### src/rtl/core/rtdhd_div_pipe.sv
// Pipelined restoring divider with its own valid/ready handshake and side payload.
// Depends on nothing but its parameters; instantiated by rtd_temperature_heater_drive.
module rtdhd_div_pipe #(
    parameter int NUM_W     = 36,
    parameter int DEN_W     = 11,
    parameter int SIDE_W    = 64,
    parameter int STEP_BITS = 4
) (
    input  logic              clk,
    input  logic              rst_n,
    input  logic              in_valid,
    output logic              in_ready,
    input  logic [NUM_W-1:0]  in_num,
    input  logic [DEN_W-1:0]  in_den,
    input  logic [SIDE_W-1:0] in_side,
    output logic              out_valid,
    input  logic              out_ready,
    output logic [NUM_W-1:0]  out_quot,
    output logic [SIDE_W-1:0] out_side
);

    localparam int STAGES = (NUM_W + STEP_BITS - 1) / STEP_BITS;
    localparam int PAD_W  = STAGES * STEP_BITS;

    // numerator bits leave at the top of nq, quotient bits enter at the bottom
    logic [STAGES-1:0] vld_reg;
    logic [STAGES-1:0] adv;
    logic [STAGES-1:0] src_vld;
    logic [DEN_W-1:0]  rem_reg  [STAGES];
    logic [DEN_W-1:0]  den_reg  [STAGES];
    logic [PAD_W-1:0]  nq_reg   [STAGES];
    logic [SIDE_W-1:0] side_reg [STAGES];
    logic [DEN_W-1:0]  src_rem  [STAGES];
    logic [DEN_W-1:0]  src_den  [STAGES];
    logic [PAD_W-1:0]  src_nq   [STAGES];
    logic [SIDE_W-1:0] src_side [STAGES];
    logic [DEN_W+PAD_W-1:0] step_next [STAGES];

    function automatic logic [DEN_W+PAD_W-1:0] div_step(
        input logic [DEN_W-1:0] rem_in,
        input logic [PAD_W-1:0] nq_in,
        input logic [DEN_W-1:0] den
    );
        logic [DEN_W:0]   wide;
        logic [DEN_W-1:0] rem;
        logic [PAD_W-1:0] nq;
        rem = rem_in;
        nq  = nq_in;
        for (int i = 0; i < STEP_BITS; i++)
        begin
            wide = {rem, nq[PAD_W-1]};
            if (wide >= {1'b0, den})
            begin
                wide = wide - {1'b0, den};
                nq   = {nq[PAD_W-2:0], 1'b1};
            end
            else
            begin
                nq   = {nq[PAD_W-2:0], 1'b0};
            end
            rem = wide[DEN_W-1:0];
        end
        return {rem, nq};
    endfunction

    always_comb
    begin
        for (int k = 0; k < STAGES; k++)
        begin
            if (k == 0)
            begin
                src_vld[k]  = in_valid;
                src_rem[k]  = '0;
                src_den[k]  = in_den;
                src_nq[k]   = PAD_W'(in_num);
                src_side[k] = in_side;
            end
            else
            begin
                src_vld[k]  = vld_reg[k-1];
                src_rem[k]  = rem_reg[k-1];
                src_den[k]  = den_reg[k-1];
                src_nq[k]   = nq_reg[k-1];
                src_side[k] = side_reg[k-1];
            end
            step_next[k] = div_step(src_rem[k], src_nq[k], src_den[k]);
        end
    end

    // a stage moves when it is empty or the one after it moves
    always_comb
    begin
        adv[STAGES-1] = ~vld_reg[STAGES-1] | out_ready;
        for (int k = STAGES - 2; k >= 0; k--)
        begin
            adv[k] = ~vld_reg[k] | adv[k+1];
        end
    end

    always_ff @(posedge clk or negedge rst_n)
    begin
        if (!rst_n)
        begin
            vld_reg <= '0;
        end
        else
        begin
            for (int k = 0; k < STAGES; k++)
            begin
                if (adv[k])
                begin
                    vld_reg[k] <= src_vld[k];
                end
            end
        end
    end

    always_ff @(posedge clk)
    begin
        for (int k = 0; k < STAGES; k++)
        begin
            if (adv[k] && src_vld[k])
            begin
                rem_reg[k]  <= step_next[k][PAD_W +: DEN_W];
                nq_reg[k]   <= step_next[k][PAD_W-1:0];
                den_reg[k]  <= src_den[k];
                side_reg[k] <= src_side[k];
            end
        end
    end

    assign in_ready  = adv[0];
    assign out_valid = vld_reg[STAGES-1];
    assign out_quot  = nq_reg[STAGES-1][NUM_W-1:0];
    assign out_side  = side_reg[STAGES-1];

`ifndef SYNTHESIS
    a_div_den_nonzero: assert property (@(posedge clk) disable iff (!rst_n)
        in_valid && in_ready |-> in_den != '0)
        else $error("divider fed a zero divisor");

    a_div_rem_bound: assert property (@(posedge clk) disable iff (!rst_n)
        out_valid |-> rem_reg[STAGES-1] < den_reg[STAGES-1])
        else $error("final remainder not below divisor");

    a_div_stall_full: assert property (@(posedge clk) disable iff (!rst_n)
        !in_ready |-> &vld_reg)
        else $error("divider refused a request with an empty stage");
`endif

endmodule

### config.mk
export PLATFORM = sky130hd
export DESIGN_NAME = rtdhd_div_pipe
export DESIGN_NICKNAME = d
export VERILOG_FILES = /design/src/rtl/core/rtdhd_div_pipe.sv
export SDC_FILE = /design/constraint.sdc
export NUM_CORES = 2
export LEC_CHECK = 0
export BUFFER_PORTS_ARGS = -buffer_cell sky130_fd_sc_hd__buf_4
export CORE_MARGIN = 2
export CORE_UTILIZATION = 50
export CTS_BUF_LIST = sky130_fd_sc_hd__clkbuf_2 sky130_fd_sc_hd__clkbuf_4 sky130_fd_sc_hd__clkbuf_8
export DETAILED_ROUTE_END_ITERATION = 6
export GPL_ROUTABILITY_DRIVEN = 0
export PLACE_DENSITY_LB_ADDON = 0.05
export SKIP_LAST_GASP = 1
export SLEW_MARGIN = 10
export SYNTH_ARGS = -nofsm -noshare
export SYNTH_HDL_FRONTEND = slang
export SYNTH_SLANG_ARGS = --single-unit
### constraint.sdc
create_clock -name clk -period 11.8 [get_ports clk]
set_input_delay 2.36 -clock clk [delete_from_list [all_inputs] [get_ports clk]]
set_output_delay 2.36 -clock clk [all_outputs]
set_load 0.02 [all_outputs]
## Word level (Yosys, flattened, before mapping)

Memory sizes are Yosys's and may differ from the RTL's.
Index checks and enable logic that the tools add are counted.

- Register bits: 9
- Bits in latches: 0
- RAM bits: 1098
- Memory bits (read-only): 0
- Input bits: 115
- Output and inout port bits: 102
- Memories: 4

- $add $sub $neg: 36
- $mul: 0
- Divide/modulo/power cells: 0
- $lt $le $gt $ge: 36
- Equal/unequal tests: 0
- Shift operators: 0
- Multiplexer cells: 90
- Bitwise operators: 18
- Reduce and logical (&&, ||, !) cells: 9

Memories:

| name | depth | width | rd ports | clocked after Yosys merged registers in | wr ports | RTL line | RTL |
|---|---|---|---|---|---|---|---|
| side_reg | 9 | 64 | 9 | 0 | 9 | 32 | `logic [SIDE_W-1:0] side_reg [STAGES];` |
| nq_reg | 9 | 36 | 9 | 0 | 9 | 31 | `logic [PAD_W-1:0] nq_reg [STAGES];` |
| den_reg | 9 | 11 | 8 | 0 | 9 | 30 | `logic [DEN_W-1:0] den_reg [STAGES];` |
| rem_reg | 9 | 11 | 8 | 0 | 9 | 29 | `logic [DEN_W-1:0] rem_reg [STAGES];` |

Operator list:

| cell | number |
|---|---|
| 12-bit by 11-bit greater-or-equal comparator with 1-bit output | 35 |
| 11-bit 2-to-1 mux | 36 |
| 11-bit subtractor | 35 |
| 1-bit 2-to-1 mux | 54 |
| 1-bit by 11-bit greater-or-equal comparator with 1-bit output | 1 |
| 1-bit by 11-bit subtractor with 11-bit output | 1 |
| 1-bit logical AND | 9 |
| 1-bit NOT | 9 |
| 1-bit OR | 9 |

## Logic depth before layout (Yosys ltp)

- Word-level depth: 13
- Depth in mapped cells: 47

## Worst setup path before layout

No wires, ideal clock.

- Kind: input -> register
- Start point: in in_num[35]
- End point: mem rem_reg[0][1], data pin
- Setup time: 0.260 ns
- Arrival time: 10.160 ns
- Required time: 11.540 ns
- Setup slack: 1.380 ns
- Cell stages on the path: 37
- Cells stage by stage: inv_1 -> ha_1 -> o2111ai_1 -> clkbuf_1 -> inv_1 -> and2_1 -> ha_1 -> nor2b_1 -> o21ai_0 -> a21oi_1 -> o311ai_0 -> a21boi_0 -> nor2_1 -> clkbuf_1 -> mux2i_1 -> ha_1 -> nor2b_1 -> o21ai_0 -> nand2b_1 -> a311o_1 -> o211ai_1 -> o21ai_0 -> a21oi_1 -> clkbuf_1 -> o21ai_0 -> fa_1 -> a21o_1 -> a21oi_1 -> o21ai_0 -> nor4_1 -> nor4b_1 -> o21ai_0 -> nand2b_1 -> o21a_1 -> a311oi_1 -> buf_4 -> mux2_2

RTL lines:

| what | RTL line | RTL |
|---|---|---|
| start, declared | 13 | `input logic [NUM_W-1:0] in_num,` |
| end, declared | 29 |  |

==> results.json <==
{
  "area_growth_syn_to_layout_pct": 11.51,
  "crit_fanout": 17,
  "boundaryPins": 217,
  "multi_input_area_mm2": 0.01983,
  "syn-mean-instance-area_um2": 13.12,
  "drc": 0,
  "largest_reg_flops": 576,
  "element_type_at_the_critical_path_end": "flop",
  "yosysUniqueCellTypes": 99,
  "maxClockFrequency_ghz": 0.09042,
  "placedInstanceArea_mm2": 0.05711,
  "timing.final.max_slew_violations": 0,
  "placeableCoreArea_mm2": 0.1075,
  "timing.slew.headroom": 0.2789,
  "n_fill_cell": 8954,
  "fin_area_mm2": 0.06060,
  "final.setup.tns_ns": 0,
  "via_count_of_the_first_global_routing_pass": 32560,
  "fp-row-count": 120,
  "clock_tree.root_cell": "sky130_fd_sc_hd__clkbuf_8",
  "antenna_left": 0,
  "syn_inst": 4143,
  "die_w_um": 333.7,
  "post-route-util": 0.5637,
  "start_kind": "flop",
  "run_status": "completed",
  "synth-edff-count": 1076,
  "post_cts.repair.setup_buffers": 0,
  "cap_viol_max_count": 0,
  "synth.yosys.seq_area_share": 0.5986,
  "first_pass_grt_wire_length_um": 183600,
  "grt_busiest_layer": "met2",
  "synth_area_leaders": "sky130_fd_sc_hd__edfxtp_1 59%, sky130_fd_sc_hd__ha_1 8.9%, sky130_fd_sc_hd__xnor2_1 2.1%",
  "final_min_period_over_clock_period": 0.9373,
  "yosys_warnings": 0,
  "synthArstFlopShare": 0.008295,
  "main_synth_ff_type": "sky130_fd_sc_hd__edfxtp_1",
  "cts_hold_buf": 0,
  "synth_seq_cells": 1085,
  "crit_required_ns": 12.34,
  "critPathArrivalTime_ns": 11.60,
  "timing_worst_setup_path_type": "reg -> reg",
  "clk_path_buf_depth": 3,
  "initial_core_util": 0.5056,
  "routed_wirelength_um": 119100,
  "post-synth-top-area-cell": "sky130_fd_sc_hd__edfxtp_1",
  "layout-drive-gt1-share": 0.1533,
  "grtUsageMet3": 0.03166,
  "final_hold_viol_count": 0,
  "tritoncts_num_sinks": 1085,
  "grt_start_max_net_pins": 64,
  "instances_no_fill": 5951,
  "setup-violations-final": 0,
  "grt_antenna_before_repair": 8,
  "fin_worst_skew_ns": 0.04942,
  "grt_setup_unrepaired": "false",
  "period_minus_slack_ns": 11.06,
  "detailed_route_via_count": 32910,
  "max_slew.worst_pin.slew_ns": 1.082,
  "die-area_mm2": 0.1114,
  "cts_buffers": 174,
  "cts.clk_slew.worst_paths_ns": 0.06,
  "post-place-cells": 5648,
  "synth.cell_area_mm2": 0.05435,
  "grtUsageMet2": 0.3527,
  "drt_first_iter_violations": 2281,
  "grt.total_usage": 0.2136,
  "detailedRoute.firstPassIterationCount": 5,
  "route.detailed.vias_per_inst": 5.531,
  "nets": 4957,
  "post_drt_wl_per_cell_um": 20.02,
  "dpl.hpwl_um": 86450,
  "hold_path_class": "reg -> reg",
  "net_count_after_synthesis": 4679,
  "ctsHtreeMaxLevel": 4,
  "chipHeight_um": 333.7,
  "tritoncts": "done",
  "gr_layer_usage_met1": 0.2939,
  "slowest_stage": "sky130_fd_sc_hd__o21ai_0",
  "register_area_mm2": 0.03254,
  "clock_latency_ns": 0.84,
  "synth.top_cell.area_share": 0.5945,
  "grt.overflow.total": 0,
  "cpPeakStageDelay_ns": 0.55,
  "buffer_ports.inserted": 216
}
## per-layer routing
layer | share of wire | wire (um) | vias up
met5 | 0 | 0 | -
met3 | 0.043 | 5177 | 165
met4 | 0.023 | 2690 | 0
met1 | 0.46 | 54880 | 15880
met2 | 0.47 | 56370 | 754
li1 | - | - | 16110
## final cells by class
type | instances | share of cell area
multi-input combinational | 2620 | 0.3272
clock inverter | 71 | 0.01107
tap | 1403 | 0.02897
clock buffer | 230 | 0.04645
timing repair buffer | 256 | 0.03171
antenna | 2 | 0.00008258
inverter | 284 | 0.01767
sequential | 1085 | 0.5369
## cell families after synthesis
family,synth area share
flip-flops,0.5986
AND/OR/NAND/NOR,0.08688
AO/OA/AOI/OAI,0.1059
buffers and inverters,0.03794
adder cells (fa/ha/maj),0.1016
XOR/XNOR,0.03610
multiplexers,0.03297
## cell usage after synthesis (88+ instances only)
library cell	count
sky130_fd_sc_hd__edfxtp_1	1076
sky130_fd_sc_hd__ha_1	387
sky130_fd_sc_hd__nor2_1	293
sky130_fd_sc_hd__inv_1	275
sky130_fd_sc_hd__a21oi_1	213
sky130_fd_sc_hd__nand2_1	189
sky130_fd_sc_hd__o21ai_0	186
sky130_fd_sc_hd__xnor2_1	130
sky130_fd_sc_hd__buf_4	101
sky130_fd_sc_hd__mux2_2	100
sky130_fd_sc_hd__xor2_1	94
sky130_fd_sc_hd__nor2b_1	88
## worst max-delay path: cells and delay by family (launching register included)
kind                     cells  cell delay (ns)
multiplexers                 2             0.69
buffers and inverters        3             0.63
AND/OR/NAND/NOR             12             3.34
AO/OA/AOI/OAI               14             4.24
flip-flops                   1             0.49
adder cells (fa/ha/maj)      4             1.37
## worst paths after layout
kind                       slack, ns  depth (start not counted)                         end                       start
min in group asynchronous       1.33                          1      vld_reg[0]$_DFFE_PN0N_                       rst_n
hold reg to reg                 0.38                          0  side_reg[0][216]$_DFFE_PP_  side_reg[0][152]$_DFFE_PP_
hold / removal                  0.38                          0  side_reg[0][216]$_DFFE_PP_  side_reg[0][152]$_DFFE_PP_
max in group asynchronous      10.33                          1      vld_reg[5]$_DFFE_PN0P_                       rst_n
setup reg to reg                0.74                         35    rem_reg[0][26]$_DFFE_PP_    den_reg[0][18]$_DFFE_PP_
setup / recovery                0.74                         35    rem_reg[0][26]$_DFFE_PP_    den_reg[0][18]$_DFFE_PP_
## timing repair
item	4_1_cts	5_1_grt
gates resized for setup	0	2
endpoints found under the hold margin	0	0
setup endpoints to repair	0	15
## metrics by stage
step | hold slack (ns) | setup slack (ns)
2_1_floorplan | 0.4003 | 1.380
3_3_place_gp | 0.4000 | 0.7972
3_5_place_dp | 0.4045 | 0.8079
4_1_cts | 0.3712 | 0.7006
5_1_grt | 0.3851 | 0.06349
6_report | 0.3813 | 0.7401
## cell usage in the layout, fill, tap and decap left out, types with 45 or more instances in the layout
cell,instances
sky130_fd_sc_hd__nand2_1,189
sky130_fd_sc_hd__nor2b_1,86
sky130_fd_sc_hd__buf_4,256
sky130_fd_sc_hd__nor2_1,293
sky130_fd_sc_hd__nand3_1,45
sky130_fd_sc_hd__clkbuf_4,56
sky130_fd_sc_hd__a21o_1,78
sky130_fd_sc_hd__edfxtp_1,1076
sky130_fd_sc_hd__nand4_1,69
sky130_fd_sc_hd__inv_1,275
sky130_fd_sc_hd__a21oi_1,213
sky130_fd_sc_hd__xnor2_1,130
sky130_fd_sc_hd__ha_1,387
sky130_fd_sc_hd__xor2_1,94
sky130_fd_sc_hd__mux2i_1,65
sky130_fd_sc_hd__clkbuf_8,174
sky130_fd_sc_hd__nor3_1,65
sky130_fd_sc_hd__nand2b_1,46
sky130_fd_sc_hd__o21a_1,61
sky130_fd_sc_hd__o21ai_0,186
sky130_fd_sc_hd__mux2_2,100
Power is left out: the tool's default activity adds up to more than one toggle a clock period on the data nets, which glitch-free logic cannot reach.
